$ cat src/sv/cra_pkg.sv
package cra_pkg;

  // Field widths of the stream and configuration ports
  localparam int CMD_W      = 1;
  localparam int REQ_W      = 19;
  localparam int FH_W       = 6;
  localparam int CB_W       = 13;
  localparam int STATUS_W   = 2;
  localparam int HEAD_W     = 6;
  localparam int COUNT_W    = 7;
  localparam int S_TDATA_W  = 32;
  localparam int M_TDATA_W  = 24;

  // Rounded-up request: request_bytes + chunk_bytes - 1 needs one more bit
  localparam int QUO_W      = REQ_W + 1;

  localparam logic [CB_W-1:0] CB_RESET = 13'd128;

  typedef enum logic [STATUS_W-1:0] {
    RES_OK      = 2'd0,
    RES_NOFIT   = 2'd1,
    RES_BADFREE = 2'd2
  } res_code_t;

  // Controller to datapath
  typedef struct packed {
    logic      take;
    logic      rd_free;
    logic      walk_init;
    logic      walk_jump;
    logic      walk_step;
    logic      walk_scan;
    logic      sweep_alloc;
    logic      sweep_free;
    logic      sweep_wr;
    logic      commit_alloc;
    logic      commit_free;
    logic      res_set;
    res_code_t res_code;
    logic      out_load;
  } cra_cmd_t;

  // Datapath to controller
  typedef struct packed {
    logic div_done;
    logic need_too_big;
    logic stp_done;
    logic p_eq_s;
    logic s_at_end;
    logic span_ok;
    logic rd_busy;
    logic free_bad;
    logic sweep_last;
    logic out_free;
  } cra_sts_t;

endpackage

$ cat src/sv/chunk_run_allocator_unit.sv
// Next-fit chunk pool allocator over NUM_CHUNKS chunks of chunk_bytes bytes.
// One input beat is one request and gives exactly one result beat. After
// reset the block runs a clearing pass over every entry of the run store
// with s_axis_tready low; configuration writes are taken meanwhile.
// Requests are handled one at a time. An allocate runs a bit-serial divide
// for the round-up, then W walk actions (each a registered read of the run
// store and an evaluation; W is at most NUM_CHUNKS walk steps plus the scan
// advances that check a candidate span, one chunk per action), then marks
// the run chunk by chunk. A free does one store read, then, if the head is
// valid, releases the run chunk by chunk. The next beat is accepted as soon
// as the result is in the output register, even if the sink has not taken
// it yet.
module chunk_run_allocator_unit #(
  parameter int NUM_CHUNKS = 64
) (
  input  logic                          clk,
  input  logic                          rst,
  // configuration: chunk_bytes
  input  logic                          cfg_wr_en,
  input  logic [cra_pkg::CB_W-1:0]      cfg_wr_data,
  // request stream
  input  logic                          s_axis_tvalid,
  output logic                          s_axis_tready,
  // [18:0] request_bytes, [24:19] free_head, [31:25] zero
  input  logic [cra_pkg::S_TDATA_W-1:0] s_axis_tdata,
  // [0] cmd (0 allocate, 1 free)
  input  logic [cra_pkg::CMD_W-1:0]     s_axis_tuser,
  // result stream
  output logic                          m_axis_tvalid,
  input  logic                          m_axis_tready,
  // [5:0] head_chunk, [12:6] live_objects, [19:13] used_chunks, [23:20] zero
  output logic [cra_pkg::M_TDATA_W-1:0] m_axis_tdata,
  // [1:0] status (0 ok, 1 no fit, 2 bad free)
  output logic [cra_pkg::STATUS_W-1:0]  m_axis_tuser
);

  localparam int REQ_LO  = 0;
  localparam int FH_LO   = REQ_LO + cra_pkg::REQ_W;
  localparam int LIVE_LO = cra_pkg::HEAD_W;
  localparam int USED_LO = LIVE_LO + cra_pkg::COUNT_W;
  localparam int M_USED  = USED_LO + cra_pkg::COUNT_W;

  cra_pkg::cra_cmd_t cmd;
  cra_pkg::cra_sts_t sts;

  logic [cra_pkg::HEAD_W-1:0]  head_chunk;
  logic [cra_pkg::COUNT_W-1:0] live_objects;
  logic [cra_pkg::COUNT_W-1:0] used_chunks;

  cra_ctrl u_ctrl (
    .clk       (clk),
    .rst       (rst),
    .s_tvalid  (s_axis_tvalid),
    .item_free (s_axis_tuser[0]),
    .sts       (sts),
    .s_tready  (s_axis_tready),
    .cmd       (cmd)
  );

  cra_dp #(
    .NUM_CHUNKS (NUM_CHUNKS)
  ) u_dp (
    .clk           (clk),
    .rst           (rst),
    .cmd           (cmd),
    .sts           (sts),
    .request_bytes (s_axis_tdata[FH_LO-1:REQ_LO]),
    .free_head     (s_axis_tdata[FH_LO+cra_pkg::FH_W-1:FH_LO]),
    .cfg_wr_en     (cfg_wr_en),
    .cfg_wr_data   (cfg_wr_data),
    .out_valid     (m_axis_tvalid),
    .out_ready     (m_axis_tready),
    .status        (m_axis_tuser),
    .head_chunk    (head_chunk),
    .live_objects  (live_objects),
    .used_chunks   (used_chunks)
  );

  assign m_axis_tdata = {{(cra_pkg::M_TDATA_W - M_USED){1'b0}},
                         used_chunks, live_objects, head_chunk};

endmodule

$ cat src/sv/cra_div.sv
// Restoring divider, one quotient bit per cycle.
module cra_div (
  input  logic                      clk,
  input  logic                      rst,
  input  logic                      start,
  input  logic [cra_pkg::QUO_W-1:0] dividend,
  input  logic [cra_pkg::CB_W-1:0]  divisor,
  output logic                      done,
  output logic [cra_pkg::QUO_W-1:0] quotient
);

  localparam int QW     = cra_pkg::QUO_W;
  localparam int DW     = cra_pkg::CB_W;
  localparam int ITER_W = $clog2(QW);

  logic [DW-1:0]     dvs;
  logic [DW-1:0]     rem;
  logic [DW-1:0]     rem_next;
  logic [QW-1:0]     quo;
  logic [ITER_W-1:0] cnt;
  logic              busy;
  logic [DW:0]       trial;
  logic [DW:0]       diff;
  logic              ge;

  always_comb begin
    trial    = {rem, quo[QW-1]};
    diff     = trial - {1'b0, dvs};
    ge       = (trial >= {1'b0, dvs});
    rem_next = ge ? diff[DW-1:0] : trial[DW-1:0];
  end

  always_ff @(posedge clk) begin
    if (rst) begin
      busy <= 1'b0;
      done <= 1'b0;
      cnt  <= '0;
    end else if (start) begin
      busy <= 1'b1;
      done <= 1'b0;
      cnt  <= ITER_W'(QW - 1);
    end else if (busy) begin
      if (cnt == '0) begin
        busy <= 1'b0;
        done <= 1'b1;
      end else begin
        cnt <= cnt - ITER_W'(1);
      end
    end
  end

  always_ff @(posedge clk) begin
    if (start) begin
      rem <= '0;
      quo <= dividend;
      dvs <= divisor;
    end else if (busy) begin
      rem <= rem_next;
      quo <= {quo[QW-2:0], ge};
    end
  end

  assign quotient = quo;

endmodule

$ cat src/sv/cra_dp.sv
// Datapath: run store, walk pointers, sweep counter, counts and result beat.
module cra_dp #(
  parameter int NUM_CHUNKS = 64
) (
  input  logic                         clk,
  input  logic                         rst,
  input  cra_pkg::cra_cmd_t            cmd,
  output cra_pkg::cra_sts_t            sts,
  input  logic [cra_pkg::REQ_W-1:0]    request_bytes,
  input  logic [cra_pkg::FH_W-1:0]     free_head,
  input  logic                         cfg_wr_en,
  input  logic [cra_pkg::CB_W-1:0]     cfg_wr_data,
  output logic                         out_valid,
  input  logic                         out_ready,
  output logic [cra_pkg::STATUS_W-1:0] status,
  output logic [cra_pkg::HEAD_W-1:0]   head_chunk,
  output logic [cra_pkg::COUNT_W-1:0]  live_objects,
  output logic [cra_pkg::COUNT_W-1:0]  used_chunks
);

  localparam int IDX_W = $clog2(NUM_CHUNKS);
  localparam int PTR_W = IDX_W + 1;
  localparam int CNT_W = $clog2(NUM_CHUNKS + 1);
  localparam int ENT_W = CNT_W + 1;
  localparam logic [PTR_W-1:0] N_PTR = PTR_W'(NUM_CHUNKS);
  localparam logic [CNT_W-1:0] N_CNT = CNT_W'(NUM_CHUNKS);

  // entry = {busy, run length at a head (0 elsewhere)}
  logic [ENT_W-1:0] mem [NUM_CHUNKS];
  logic [ENT_W-1:0] rd_q;

  logic [IDX_W-1:0] rd_addr;
  logic [IDX_W-1:0] sw_addr;
  logic [IDX_W-1:0] sw_base;
  logic [IDX_W-1:0] p;
  logic [IDX_W-1:0] cursor;
  logic [IDX_W-1:0] jump_p;
  logic [IDX_W-1:0] step_p;
  logic [PTR_W-1:0] s;
  logic [PTR_W-1:0] step_sum;
  logic [PTR_W:0]   jump_sum;
  logic             step_wrap;
  logic [CNT_W-1:0] stp;
  logic [CNT_W-1:0] need;
  logic [CNT_W-1:0] need_calc;
  logic [CNT_W-1:0] obj;
  logic [CNT_W-1:0] used;
  logic [CNT_W-1:0] sw_k;
  logic [CNT_W-1:0] sw_len;
  logic [CNT_W-1:0] rd_len;
  logic [CNT_W-1:0] jump_by;
  logic [CNT_W-1:0] wr_len;
  logic [CNT_W:0]   sw_sum;
  logic             sw_set;
  logic             rd_busy;

  logic [cra_pkg::CB_W-1:0]  cb;
  logic [cra_pkg::CB_W-1:0]  cb_eff;
  logic [cra_pkg::QUO_W-1:0] dividend;
  logic [cra_pkg::QUO_W-1:0] quo;
  logic                      div_done;
  logic [cra_pkg::FH_W-1:0]  fh;
  logic                      fh_oob;

  cra_pkg::res_code_t          res_code;
  logic [cra_pkg::HEAD_W-1:0]  res_head;
  cra_pkg::res_code_t          o_code;

  // chunk size register
  always_ff @(posedge clk) begin
    if (rst) begin
      cb <= cra_pkg::CB_RESET;
    end else if (cfg_wr_en) begin
      cb <= cfg_wr_data;
    end
  end

  assign cb_eff   = (cb == '0) ? cra_pkg::CB_W'(1) : cb;
  assign dividend = cra_pkg::QUO_W'(request_bytes) + cra_pkg::QUO_W'(cb_eff)
                    - cra_pkg::QUO_W'(1);

  cra_div u_div (
    .clk      (clk),
    .rst      (rst),
    .start    (cmd.take),
    .dividend (dividend),
    .divisor  (cb_eff),
    .done     (div_done),
    .quotient (quo)
  );

  assign need_calc = (quo == '0) ? CNT_W'(1) : CNT_W'(quo);

  always_ff @(posedge clk) begin
    if (cmd.take) begin
      fh <= free_head;
    end
  end

  assign fh_oob = (32'(fh) >= 32'(NUM_CHUNKS));

  // run store
  assign rd_addr = cmd.rd_free ? IDX_W'(fh) : s[IDX_W-1:0];
  assign sw_sum  = (CNT_W + 1)'(sw_base) + (CNT_W + 1)'(sw_k);
  assign sw_addr = IDX_W'(sw_sum);
  assign wr_len  = (sw_set && sw_k == '0) ? need : '0;

  always_ff @(posedge clk) begin
    if (cmd.sweep_wr) begin
      mem[sw_addr] <= {sw_set, wr_len};
    end
    rd_q <= mem[rd_addr];
  end

  assign rd_busy = rd_q[ENT_W-1];
  assign rd_len  = rd_q[CNT_W-1:0];

  // next positions of the walk
  always_comb begin
    jump_by   = (rd_len == '0) ? CNT_W'(1) : rd_len;
    jump_sum  = (PTR_W + 1)'(p) + (PTR_W + 1)'(jump_by);
    jump_p    = (jump_sum >= (PTR_W + 1)'(NUM_CHUNKS)) ? '0 : IDX_W'(jump_sum);
    step_sum  = PTR_W'(p) + PTR_W'(1);
    step_wrap = (step_sum == N_PTR);
    step_p    = step_wrap ? '0 : IDX_W'(step_sum);
  end

  // p: walk position, s: scan edge ([p, s) known free), stp: walk steps
  always_ff @(posedge clk) begin
    if (cmd.walk_init) begin
      p    <= cursor;
      s    <= PTR_W'(cursor);
      stp  <= '0;
      need <= need_calc;
    end else if (cmd.walk_jump) begin
      p   <= jump_p;
      s   <= PTR_W'(jump_p);
      stp <= stp + CNT_W'(1);
    end else if (cmd.walk_step) begin
      p   <= step_p;
      s   <= step_wrap ? '0 : s;
      stp <= stp + CNT_W'(1);
    end else if (cmd.walk_scan) begin
      s <= s + PTR_W'(1);
    end
  end

  // sweep counter; reset values set up the clearing pass
  always_ff @(posedge clk) begin
    if (rst) begin
      sw_base <= '0;
      sw_k    <= '0;
      sw_len  <= N_CNT;
      sw_set  <= 1'b0;
    end else if (cmd.sweep_alloc) begin
      sw_base <= p;
      sw_k    <= '0;
      sw_len  <= need;
      sw_set  <= 1'b1;
    end else if (cmd.sweep_free) begin
      sw_base <= IDX_W'(fh);
      sw_k    <= '0;
      sw_len  <= rd_len;
      sw_set  <= 1'b0;
    end else if (cmd.sweep_wr) begin
      sw_k <= sw_k + CNT_W'(1);
    end
  end

  always_ff @(posedge clk) begin
    if (rst) begin
      cursor <= '0;
      obj    <= '0;
      used   <= '0;
    end else if (cmd.commit_alloc) begin
      cursor <= p;
      obj    <= obj + CNT_W'(1);
      used   <= used + need;
    end else if (cmd.commit_free) begin
      obj  <= obj - CNT_W'(1);
      used <= used - sw_len;
    end
  end

  always_ff @(posedge clk) begin
    if (cmd.res_set) begin
      res_code <= cmd.res_code;
      if (cmd.commit_alloc) begin
        res_head <= cra_pkg::HEAD_W'(p);
      end else if (cmd.res_code == cra_pkg::RES_NOFIT) begin
        res_head <= '0;
      end else begin
        res_head <= cra_pkg::HEAD_W'(fh);
      end
    end
  end

  // output register
  always_ff @(posedge clk) begin
    if (rst) begin
      out_valid <= 1'b0;
    end else if (cmd.out_load) begin
      out_valid <= 1'b1;
    end else if (out_ready) begin
      out_valid <= 1'b0;
    end
  end

  always_ff @(posedge clk) begin
    if (cmd.out_load) begin
      o_code       <= res_code;
      head_chunk   <= res_head;
      live_objects <= cra_pkg::COUNT_W'(obj);
      used_chunks  <= cra_pkg::COUNT_W'(used);
    end
  end

  assign status = o_code;

  always_comb begin
    sts.div_done     = div_done;
    sts.need_too_big = (quo > cra_pkg::QUO_W'(NUM_CHUNKS));
    sts.stp_done     = (stp == N_CNT);
    sts.p_eq_s       = (PTR_W'(p) == s);
    sts.s_at_end     = (s == N_PTR);
    sts.span_ok      = ((s - PTR_W'(p)) >= PTR_W'(need));
    sts.rd_busy      = rd_busy;
    sts.free_bad     = fh_oob || (rd_len == '0);
    sts.sweep_last   = ((sw_k + CNT_W'(1)) == sw_len);
    sts.out_free     = !out_valid || out_ready;
  end

  a_walk_order: assert property (@(posedge clk) disable iff (rst)
    (cmd.walk_jump || cmd.walk_step || cmd.walk_scan) |-> (PTR_W'(p) <= s))
    else $error("walk position passed the scan edge");

  a_used_bound: assert property (@(posedge clk) disable iff (rst)
    used <= N_CNT)
    else $error("used chunk count exceeds the pool");

  a_obj_le_used: assert property (@(posedge clk) disable iff (rst)
    obj <= used)
    else $error("more live runs than used chunks");

endmodule

$ cat src/sv/cra_ctrl.sv
// Sequencer: clearing pass, divide, run walk, mark/unmark sweeps, result.
module cra_ctrl (
  input  logic              clk,
  input  logic              rst,
  input  logic              s_tvalid,
  input  logic              item_free,
  input  cra_pkg::cra_sts_t sts,
  output logic              s_tready,
  output cra_pkg::cra_cmd_t cmd
);

  typedef enum logic [9:0] {
    S_CLEAR   = 10'b0000000001,
    S_IDLE    = 10'b0000000010,
    S_DIV     = 10'b0000000100,
    S_WALK_RD = 10'b0000001000,
    S_WALK_EV = 10'b0000010000,
    S_MARK    = 10'b0000100000,
    S_FREE_RD = 10'b0001000000,
    S_FREE_EV = 10'b0010000000,
    S_UNMARK  = 10'b0100000000,
    S_DONE    = 10'b1000000000
  } state_t;

  state_t state;
  state_t state_next;

  always_ff @(posedge clk) begin
    if (rst) begin
      state <= S_CLEAR;
    end else begin
      state <= state_next;
    end
  end

  always_comb begin
    state_next = state;
    cmd        = '0;
    s_tready   = 1'b0;
    unique case (state)
      S_CLEAR: begin
        cmd.sweep_wr = 1'b1;
        if (sts.sweep_last) begin
          state_next = S_IDLE;
        end
      end
      S_IDLE: begin
        s_tready = 1'b1;
        if (s_tvalid) begin
          cmd.take   = 1'b1;
          state_next = item_free ? S_FREE_RD : S_DIV;
        end
      end
      S_DIV: begin
        if (sts.div_done) begin
          if (sts.need_too_big) begin
            cmd.res_set  = 1'b1;
            cmd.res_code = cra_pkg::RES_NOFIT;
            state_next   = S_DONE;
          end else begin
            cmd.walk_init = 1'b1;
            state_next    = S_WALK_RD;
          end
        end
      end
      S_WALK_RD: begin
        state_next = S_WALK_EV;
      end
      S_WALK_EV: begin
        state_next = S_WALK_RD;
        if (sts.stp_done) begin
          cmd.res_set  = 1'b1;
          cmd.res_code = cra_pkg::RES_NOFIT;
          state_next   = S_DONE;
        end else if (sts.p_eq_s) begin
          if (sts.rd_busy) begin
            cmd.walk_jump = 1'b1;
          end else begin
            cmd.walk_scan = 1'b1;
          end
        end else if (sts.span_ok) begin
          cmd.sweep_alloc = 1'b1;
          state_next      = S_MARK;
        end else if (sts.s_at_end || sts.rd_busy) begin
          cmd.walk_step = 1'b1;
        end else begin
          cmd.walk_scan = 1'b1;
        end
      end
      S_MARK: begin
        cmd.sweep_wr = 1'b1;
        if (sts.sweep_last) begin
          cmd.commit_alloc = 1'b1;
          cmd.res_set      = 1'b1;
          cmd.res_code     = cra_pkg::RES_OK;
          state_next       = S_DONE;
        end
      end
      S_FREE_RD: begin
        cmd.rd_free = 1'b1;
        state_next  = S_FREE_EV;
      end
      S_FREE_EV: begin
        if (sts.free_bad) begin
          cmd.res_set  = 1'b1;
          cmd.res_code = cra_pkg::RES_BADFREE;
          state_next   = S_DONE;
        end else begin
          cmd.sweep_free = 1'b1;
          state_next     = S_UNMARK;
        end
      end
      S_UNMARK: begin
        cmd.sweep_wr = 1'b1;
        if (sts.sweep_last) begin
          cmd.commit_free = 1'b1;
          cmd.res_set     = 1'b1;
          cmd.res_code    = cra_pkg::RES_OK;
          state_next      = S_DONE;
        end
      end
      S_DONE: begin
        if (sts.out_free) begin
          cmd.out_load = 1'b1;
          state_next   = S_IDLE;
        end
      end
      default: begin
        state_next = S_CLEAR;
      end
    endcase
  end

  a_one_at_a_time: assert property (@(posedge clk) disable iff (rst)
    cmd.take |=> !s_tready)
    else $error("input taken again before the request finished");

endmodule

$ cat config.mk
export PLATFORM = sky130hd
export DESIGN_NAME = chunk_run_allocator_unit
export DESIGN_NICKNAME = d
export VERILOG_FILES = /design/src/sv/cra_pkg.sv /design/src/sv/chunk_run_allocator_unit.sv /design/src/sv/cra_div.sv /design/src/sv/cra_dp.sv /design/src/sv/cra_ctrl.sv
export SDC_FILE = /design/constraint.sdc
export NUM_CORES = 1
export LEC_CHECK = 0
export BUFFER_PORTS_ARGS = -buffer_cell sky130_fd_sc_hd__buf_2
export CELL_PAD_IN_SITES_DETAIL_PLACEMENT = 0
export CELL_PAD_IN_SITES_GLOBAL_PLACEMENT = 1
export CORE_UTILIZATION = 30
export DETAILED_ROUTE_END_ITERATION = 8
export PLACE_DENSITY_LB_ADDON = 0.1
export RECOVER_POWER = 25
export SETUP_SLACK_MARGIN = 0.5
export SYNTH_ARGS = -nofsm -noshare
export SYNTH_HDL_FRONTEND = slang
export SYNTH_SLANG_ARGS = --single-unit
$ cat constraint.sdc
create_clock -name clk -period 9 [get_ports clk]
set_clock_uncertainty 0.05 [all_clocks]
set_input_delay 1.35 -clock clk [delete_from_list [all_inputs] [get_ports clk]]
set_output_delay 1.35 -clock clk [all_outputs]
set_load 0.02 [all_outputs]
# == After elaboration in Yosys (flattened, before gate mapping) ==
# Memory sizes are Yosys's and may differ from the RTL's. A register that Yosys moved wholly into a read port is not among the register bits.
# Cells that the tools add are included.
# Widths: inputs -> output; s select.
# word_totals
mem_count,1
mem_bits_ro,0
ram_bits,512
latchBits,0
regBits,181
# mem_list
name,words,word_bits,rd,rd_ports_with_merged_regs,wr,line_no,source
u_dp.mem,64,8,1,1,1,cra_dp.sv:29,logic [ENT_W-1:0] mem [NUM_CHUNKS];
# classes
n_bitwise,1
div,0
mux,87
mul,0
reduce_logical,28
n_eq_ne,24
add_sub_neg,15
shift,0
magnitude_cmp,4
# op_table
operator,count
$mux 7,14
$mux 10,9
$pmux 10 s9,1
$mux 6,13
$mux 20,2
$mux 1,33
$add 7x1->7 const B,4
$mux 13,2
$eq 7x7->1 const B,3
$add 19x13->20,1
$gt 20x7->1 const B,1
$logic_not 20->1,1
$sub 20x1->20 const B,1
$mux 3,5
$mux 5,3
$pmux 3 s5,1
$ge 14x13->1,1
$logic_not 7->1,2
$logic_not 13->1,1
$sub 13x13->13,1
$mux 4,3
$reduce_bool 2->1,6
$eq 10x1->1 const B,1
$eq 10x10->1 const B,1
36 further kinds,49

# == Longest topological paths before layout ==
# Gate-level depths: netlist (run 1).
# logic_depth
word_depth,11
mapped_depth,22
depth_no_buf,21

# == Modules after synthesis ==
# From an unflattened synthesis (run 1), not the netlist that was laid out.
# hier_totals
hier_cells,3268
area_unflattened_um2,36543.8
# modules_own_cells
module,seq_area_each_um2,area_per_inst_um2,n_inst,cells_each
cra_dp,18447.7,32703.9,1,2891
cra_div,1391.3,2951.6,1,256
cra_ctrl,200.2,854.6,1,116
chunk_run_allocator_unit,0.0,33.8,1,5

# == Worst setup path after synthesis (run 1) ==
# OpenSTA, ideal clock, no wires.
# synth_path
path_type,in2reg
start,input s_axis_tdata[1] (netlist bit)
end,"register u_dp.u_div.quo[19], in the netlist u_dp.u_div.quotient[19], data pin"
path_slack_ns,4.946
stages,14
required_time_ns,8.683
arrival_time_ns,3.738
cell_sequence,inv_1 > ha_1 > inv_1 > ha_1 > fa_1 > a211o_1 > a21oi_1 > o21ai_0 > a21oi_1 > o21ai_0 > a211oi_1 > a21oi_1 > xnor2_1 > o21ai_0
# synth_between
elab_chain_cells,3
# synth_rtl
item,line_no,source
"start, declared",chunk_run_allocator_unit.sv:25,"input logic [cra_pkg::S_TDATA_W-1:0] s_axis_tdata,"
$add 19x13->20,cra_dp.sv:79,assign dividend = cra_pkg::QUO_W'(request_bytes) + cra_pkg::QUO_W'(cb_eff)
$sub 20x1->20,cra_dp.sv:80,- cra_pkg::QUO_W'(1);
$mux 20,cra_div.sv:53,if (start) begin
"end signal, assigned",cra_div.sv:55,quo <= dividend;
"end signal, assigned",cra_div.sv:59,"quo <= {quo[QW-2:0], ge};"
"end, declared",cra_div.sv:19,logic [QW-1:0] quo;
# Every way passes these cells.
# A chain may end at the register's enable or synchronous reset.

==> run summary, run 1 <==
SYNTH
----------------------------------------------------------------------------------
Average footprint of a synthesized cell                                   11.6 µm²
Post-synth top area cell                                              sky130_fd_sc_hd__edfxtp_1
Dominant cells by area after synthesis                                sky130_fd_sc_hd__edfxtp_1, sky130_fd_sc_hd__nand2_1, sky130_fd_sc_hd__dfxtp_1, sky130_fd_sc_hd__ha_1, sky130_fd_sc_hd__a21oi_1
Post-synth top flop                                                   sky130_fd_sc_hd__edfxtp_1
Synth Instances                                                               2706
Number of flops mapped to enable cells by yosys                                600
Distinct cells, synth                                                           81
Top-area cell type share of the netlist area                                 57.6%
Yosys warns                                                                      0
Cell area after technology mapping                                       31300 µm²
Number of synthesized register bits                                            701
Fraction of registers with async set/reset                                      0%
Sequential fraction of the synthesis area                                    64.0%

SETUP PATH
----------------------------------------------------------------------------------
Path depth of the worst reg2reg path                                            11
Largest driver fanout on the critical path                                      59
Source of the worst register-to-register timing path                  u_ctrl.state[8]$_SDFFE_PP0P_
Data required time at the worst endpoint                                   9.52 ns
Launching instance or port of the critical path                       u_ctrl.state[8]$_SDFFE_PP0P_
Worst Path Arrival                                                         5.88 ns
Setup crit end kind                                                       register
Reg-to-reg critical path endpoint                                     u_dp.u_div.rem[12]$_SDFFE_PP0P_
CP startpoint kind                                                        register
Slack of the worst reg-to-reg path                                         3.64 ns
WS Path Type                                                          register to register

ROUTE
----------------------------------------------------------------------------------
Detail-routed via count per cell                                              4.88
Final Routed Wirelength                                                    88.4 mm
Drt first pass iters                                                             5
Number of DRC markers in iteration 0                                          1412
Via count                                                                    20400
Drt drc                                                                          0
Post-route antenna net violation count                                           0
Routed wire length per instance                                            21.1 µm

STA
----------------------------------------------------------------------------------
Count of endpoints failing hold in the final timing report                       0
Post-layout minimum cycle time                                             5.36 ns
Worst Tran Pin Value                                                       3.15 ns
Sum of negative setup slack                                                   0 ns
Final setup violation count                                                      0
Maximum clock rate                                                       0.187 GHz
Unrepaired setup endpoints after global routing                                 no
Period utilisation layout                                                    59.6%
Final number of max-transition violations                                      305
Max-slew headroom                                                            -110%

OUTCOME
----------------------------------------------------------------------------------
Result of the run                                                     complete, but fails checks
Violations in the final reports                                       capacitance limit, slew limit

DIE
----------------------------------------------------------------------------------
Initial core utilization                                                     30.2%
Number of primary I/O pins                                                      79
Die W                                                                       325 µm
Height of the die                                                           325 µm
Die Outline Area                                                        106000 µm²
Std cell rows                                                                  118
Standard cell core area                                                 103000 µm²

FLOW RUN
----------------------------------------------------------------------------------
MaxCap Viol Count                                                                6

CTS
----------------------------------------------------------------------------------
Total setup buffers inserted after CTS                                           0
Cts-stage hold buffer count                                                      0
Maximum number of buffers from clock root to sink                                3
Buffer cell driving the clock tree root                               sky130_fd_sc_hd__clkbuf_16
Number of buffers created by CTS                                                81
Clock tree sinks                                                               701
Number of levels in the clock H-tree                                             3
Latest clock arrival within the worst-skew pair                            0.64 ns
Gates resized, CTS repair                                                        0
Clock tree from TritonCTS                                                     done
Clock-pin slew on the worst setup and hold paths                           0.06 ns

GRT
----------------------------------------------------------------------------------
Global-route total usage across every layer                                  16.7%
Pin count of the biggest net entering global routing                           176
Initial antenna violation count                                                  1
Number of global-route vias before repair                                    20600
Total congestion overflow after global routing                                   0
First-pass GRT wire length                                                  132 mm

HOLD PATH
----------------------------------------------------------------------------------
Worst hold path stage count                                                      0
Endpoint of the worst hold path                                       u_dp.status[1]$_DFFE_PP_
Critical hold path startpoint                                         u_dp.res_code[1]$_DFFE_PP_
Worst hold-check path type                                            register to register

PLACED DESIGN
----------------------------------------------------------------------------------
Count of port buffers added during placement                                    67
Half-perimeter wire length after detailed placement                        55.1 mm
Final weighted congestion in routability-driven placement                    0.810

POWER
----------------------------------------------------------------------------------
Worst IR drop on VDD                                                    0.000123 V
Power density relative to cell area                                     214 nW/µm²
Sequential power share                                                       48.2%
Part of the total power dissipated in the clock network                      42.4%
Cell internal power dissipation                                            5.76 mW
P_sw                                                                       1.84 mW
Proportion of total power due to net switching                               24.2%
Static power due to leakage                                                12.6 nW
Logic gate share of total power                                               9.4%

FINAL LAYOUT
----------------------------------------------------------------------------------
Share of final-layout standard cells stronger than drive strength 1          7.09%
Util after Layout                                                            34.3%
Combined flip-flop and latch cell area                                   20000 µm²
Synthesis-to-finish area growth                                              13.4%
Filler Cell Count                                                            10200
Multi-input gate area in the final layout                                10100 µm²
Count of nets after finishing                                                 2888

[placed cells by master (no fill, tap or decap), drive strengths merged, types with 62 or more instances in the layout]
master    n
a21oi   179
buf      64
clkbuf  148
dfxtp   101
edfxtp  600
ha       89
inv     125
mux2i    65
nand2   561
nand3    98
nor2    200
o21ai    62
[cell type report]
cell class              instances  share of cell area (%)
flip-flops and latches        701                    56.5
clock inverters                34                   0.942
inverters                     123                    1.30
well taps                    1380                    4.87
clock buffers                 116                    6.37
repair buffers                 96                    1.46
multi-input cells            1738                    28.6
diodes                          1                 0.00705
[cells by family after synthesis]
group	count (synthesis)	share of synthesized area (%)
flops	701	64.0
fa+ha+maj	96	4.01
xor+xnor	93	2.60
buf+inv	270	3.63
compound gates	443	9.11
other cells	1	0.0120
simple gates	1037	14.5
mux	65	2.08
[cell usage after synthesis (all sizes together) (7+ instances only)]
cell type and count:
a211oi 13, a21oi 179, xor2 34, ha 89
nand2 561, and3 12, nor2 200, o31ai 9
a31oi 43, and2 10, inv 122, fa 7
o21bai 13, nand2b 15, dfxtp 101, edfxtp 600
nor2b 15, clkbuf 67, xnor2 59, nor4 39
a21o 32, nor3 20, o21a 7, a311oi 18
o21ai 62, a32oi 16, nand3 98, mux2i 65
o22ai 10, buf 80, nand4 33
[power by group through the flow]
stage	registers [mW]	clock network, mW	logic (mW)
2_1_floorplan	3.71	0	0.535
3_3_place_gp	3.73	0	0.727
3_5_place_dp	3.73	0	0.726
4_1_cts	3.67	3.33	0.730
5_1_grt	3.68	3.44	0.802
6_report	3.66	3.22	0.713
[routing by layer]
| layer | share of wire, % | track usage (%) |
|---|---|---|
| met5 | 0.023 | 0 |
| met4 | 2.2 | 4.56 |
| met3 | 3.5 | 2.46 |
| met2 | 47 | 27.1 |
| met1 | 47 | 23.1 |
[critical path, cell delays in order, from the launching register on]
cell and delay (ns):
sky130_fd_sc_hd__dfxtp_1 0.43, sky130_fd_sc_hd__nor2_1 0.10, sky130_fd_sc_hd__and3_1 0.25, sky130_fd_sc_hd__nand4_1 0.16, sky130_fd_sc_hd__inv_1 0.10, sky130_fd_sc_hd__nand2_2 0.07
sky130_fd_sc_hd__clkbuf_1 1.72, sky130_fd_sc_hd__clkinv_1 1.05, sky130_fd_sc_hd__clkbuf_1 0.72, sky130_fd_sc_hd__nor3b_1 0.38, sky130_fd_sc_hd__a41oi_1 0.07, sky130_fd_sc_hd__nand2_1 0.16
[worst max path at each step]
stage	to	slack, ns	cells past startpoint
finish	u_dp.u_div.rem[12]$_SDFFE_PP0P_	3.64	11
detailed placement	u_dp.used[6]$_SDFFE_PP0P_	4.08	18
CTS	u_dp.used[6]$_SDFFE_PP0P_	4.03	18
global route	u_dp.u_div.rem[12]$_SDFFE_PP0P_	2.90	11
global placement	u_dp.used[6]$_SDFFE_PP0P_	4.01	18
floorplan	u_dp.u_div.quotient[19]$_DFFE_PP_	4.95	14
[registers in the layout (all words and copies together) (netlist names), 8 cells and up]
name / count
u_ctrl.state: 10
u_dp.u_div.quotient: 20
u_dp.rd_q: 8
u_dp.u_div.rem: 13
u_dp.mem: 512
u_dp.u_div.dvs: 13
u_dp.cb: 13
[through the flow]
| stage | hold WS [ns] | area [µm²] | instances | total power, mW | setup WS, ns |
|---|---|---|---|---|---|
| floorplan | 0.350 | 31300 | 2709 | 4.24 | 4.95 |
| global placement | 0.358 | 33000 | 4038 | 4.46 | 4.01 |
| detailed placement | 0.355 | 33000 | 4038 | 4.46 | 4.08 |
| CTS | 0.363 | 35600 | 4188 | 7.72 | 4.03 |
| global route | 0.368 | 35500 | 4188 | 7.92 | 2.90 |
| finish | 0.361 | 35500 | 4189 | 7.60 | 3.64 |
Power figures use the tool's default switching activity.
==> run 2: changes to the inputs <==
Clock period 9 ns to 5.1 ns, I/O delays scaled along.
==> run 2 against run 1 <==
  * The flow finishes with violations (DRC, capacitance limit, slew limit)
  * Critical endpoint is now u_dp.mem[5][1]$_DFFE_PP_
  * Clock power is 88% higher
  * Via count is 2.7% higher
  * Fmax up 19%
  * Clock-buffer cell count fell by 11
  * Highest routed layer unchanged
  * Worst hold slack worse by 0.11 ns
  * Global-route usage is 0.45 points higher
  * Die area did not move
  * Final area grew 2.8%
  * Flip-flop and latch count stayed put
  * Critical path type unchanged
  * Largest power group unchanged
  * Sequential share of layout area down 1.5 points
==> run summary, run 2 (synthesized netlist as in run 1, its figures left out) <==
OUTCOME
----------------------------------------------------------------------------------
Result of the run                                                     complete, but fails checks
Violations in the final reports                                       DRC, capacitance limit, slew limit

CTS
----------------------------------------------------------------------------------
Buffer cell driving the clock tree root                               sky130_fd_sc_hd__clkbuf_16
Clock tree sinks                                                               701
Latest clock arrival within the worst-skew pair                            0.66 ns
Maximum number of buffers from clock root to sink                                3
Number of levels in the clock H-tree                                             3
Number of buffers created by CTS                                                84
Clock tree from TritonCTS                                                     done
Clock-pin slew on the worst setup and hold paths                           0.06 ns

POWER
----------------------------------------------------------------------------------
Worst IR drop on VDD                                                    0.000215 V
Static power due to leakage                                                13.2 nW
Power density relative to cell area                                     377 nW/µm²

PLACED DESIGN
----------------------------------------------------------------------------------
Placed Area                                                              33800 µm²
Final weighted congestion in routability-driven placement                    0.811
Half-perimeter wire length after detailed placement                        59.9 mm
Count of port buffers added during placement                                    67

STA
----------------------------------------------------------------------------------
Final number of max-transition violations                                      178
Period utilisation layout                                                    88.0%
Max-slew headroom                                                            -135%
Count of endpoints failing hold in the final timing report                       0
Unrepaired setup endpoints after global routing                                 no
Sum of negative setup slack                                                   0 ns
Post-layout minimum cycle time                                             4.49 ns
Worst Tran Pin Value                                                       3.53 ns
Maximum clock rate                                                       0.223 GHz
Final setup violation count                                                      0

DIE
----------------------------------------------------------------------------------
Std cell rows                                                                  118
Die W                                                                       325 µm
Number of primary I/O pins                                                      79
Initial core utilization                                                     30.2%
Standard cell core area                                                 103000 µm²
Height of the die                                                           325 µm
Die Outline Area                                                        106000 µm²

SETUP PATH
----------------------------------------------------------------------------------
Data required time at the worst endpoint                                   5.44 ns
Top delay family on crit path                                         simple AND/OR/NAND/NOR gates
WS Path Type                                                          register to register
Worst path slowest cell                                               sky130_fd_sc_hd__and2_0
CP startpoint kind                                                        register
Slack of the worst reg-to-reg path                                         0.61 ns
Setup crit end kind                                                       register
Worst stage delay on the critical path                                     1.59 ns
Worst Path Arrival                                                         4.83 ns
Buffers plus inverters on the worst setup path                                   2
Largest driver fanout on the critical path                                      40
Crit-path cells                                                       inv_1 -> ha_1 -> or4b_2 -> nor4b_1 -> and2_0 -> buf_4

ROUTE
----------------------------------------------------------------------------------
Post-route antenna net violation count                                           0
Final Routed Wirelength                                                    91.3 mm
Via count                                                                    21000
Routed wire length per instance                                            21.3 µm
Detail-routed via count per cell                                              4.90
Drt first pass iters                                                             9
Drt drc                                                                          1
Number of DRC markers in iteration 0                                          1581

FINAL LAYOUT
----------------------------------------------------------------------------------
Synthesis-to-finish area growth                                              16.6%
Share of final-layout standard cells stronger than drive strength 1          10.6%
Max FFs per register                                                           512
Top library cells by usage in the layout, fill and taps aside         sky130_fd_sc_hd__edfxtp_1, sky130_fd_sc_hd__nand2_1, sky130_fd_sc_hd__nor2_1, sky130_fd_sc_hd__a21oi_1, sky130_fd_sc_hd__inv_1
Leading cell type in the layout, fill and taps excluded               sky130_fd_sc_hd__edfxtp_1
Non-Filler Cell Area, Final                                              36500 µm²
Biggest register                                                          u_dp.mem
Number of diodes                                                                 0
Count of nets after finishing                                                 2987

HOLD PATH
----------------------------------------------------------------------------------
Worst hold-check path type                                            input pin to register

GRT
----------------------------------------------------------------------------------
Total congestion overflow after global routing                                   0
Initial antenna violation count                                                  3
Global-route total usage across every layer                                  17.1%
Number of global-route vias before repair                                    20900
First-pass GRT wire length                                                  136 mm
Pin count of the biggest net entering global routing                           133

FLOW RUN
----------------------------------------------------------------------------------
MaxCap Viol Count                                                                4

## run 2: changes by cell type in the layout (fill, tap and decap cells not counted), sizes merged
cell | before | now
diode | 1 | 0
clkinvlp | 2 | 4
buf | 64 | 158
bufinv | 5 | 9
clkbuf | 148 | 139
inv | 125 | 126
clkinv | 25 | 31
## run 2: worst paths after layout
path,startpoint,to,cells after the start
worst max register to register,u_dp.sw_k[0]$_SDFFE_PP0P_,u_dp.mem[5][1]$_DFFE_PP_,6
worst min-delay path,s_axis_tdata[20],u_dp.fh[1]$_DFFE_PP_,1
worst max-delay path,u_dp.sw_k[0]$_SDFFE_PP0P_,u_dp.mem[5][1]$_DFFE_PP_,6
worst min register to register,u_dp.res_code[1]$_DFFE_PP_,u_dp.status[1]$_DFFE_PP_,0
## run 2: metal layers
layer  GRT usage (%)  vias up  part of all wire [%]
met3            2.62      140                   3.6
met1            23.9    10500                    48
met4            5.40        2                   2.7
met5               0        -                 0.022
met2            27.2      360                    46
li1                -     9992                     -
## run 2: metrics by stage
| step | power, mW | cells | worst slack [ns] | hold slack, ns | util, % |
|---|---|---|---|---|---|
| CTS | 14.0 | 4286 | 0.622 | 0.200 | 35.3 |
| detailed placement | 7.88 | 4134 | 0.529 | 0.358 | 32.7 |
| global placement | 7.87 | 4134 | 0.579 | 0.355 | 32.7 |
| floorplan | 7.49 | 2709 | 1.22 | 0.350 | - |
| global route | 14.3 | 4286 | 0.284 | 0.215 | 35.2 |
| finish | 13.8 | 4286 | 0.610 | 0.250 | 35.2 |
## run 2: cell type report
type / instances / area [µm²]
clock buffer: 105 / 2250
sequential: 701 / 20000
fill: 10200 / 67000
tap: 1380 / 1730
clock inverter: 47 / 503
timing repair buffer: 192 / 1320
inverter: 123 / 462
multi-input combinational: 1738 / 10200
## run 2: report_power, final
| part | internal (mW) | switching (mW) |
|---|---|---|
| logic | 0.478 | 0.780 |
| clock network | 3.60 | 2.44 |
| registers | 6.35 | 0.114 |
| total | 10.4 | 3.33 |
## run 2: repair_timing
item	CTS	global route
endpoints found under the setup margin	6	21
setup buffers	0	0
cloned	0	0
hold buffers	0	0
gates resized for setup	1	4
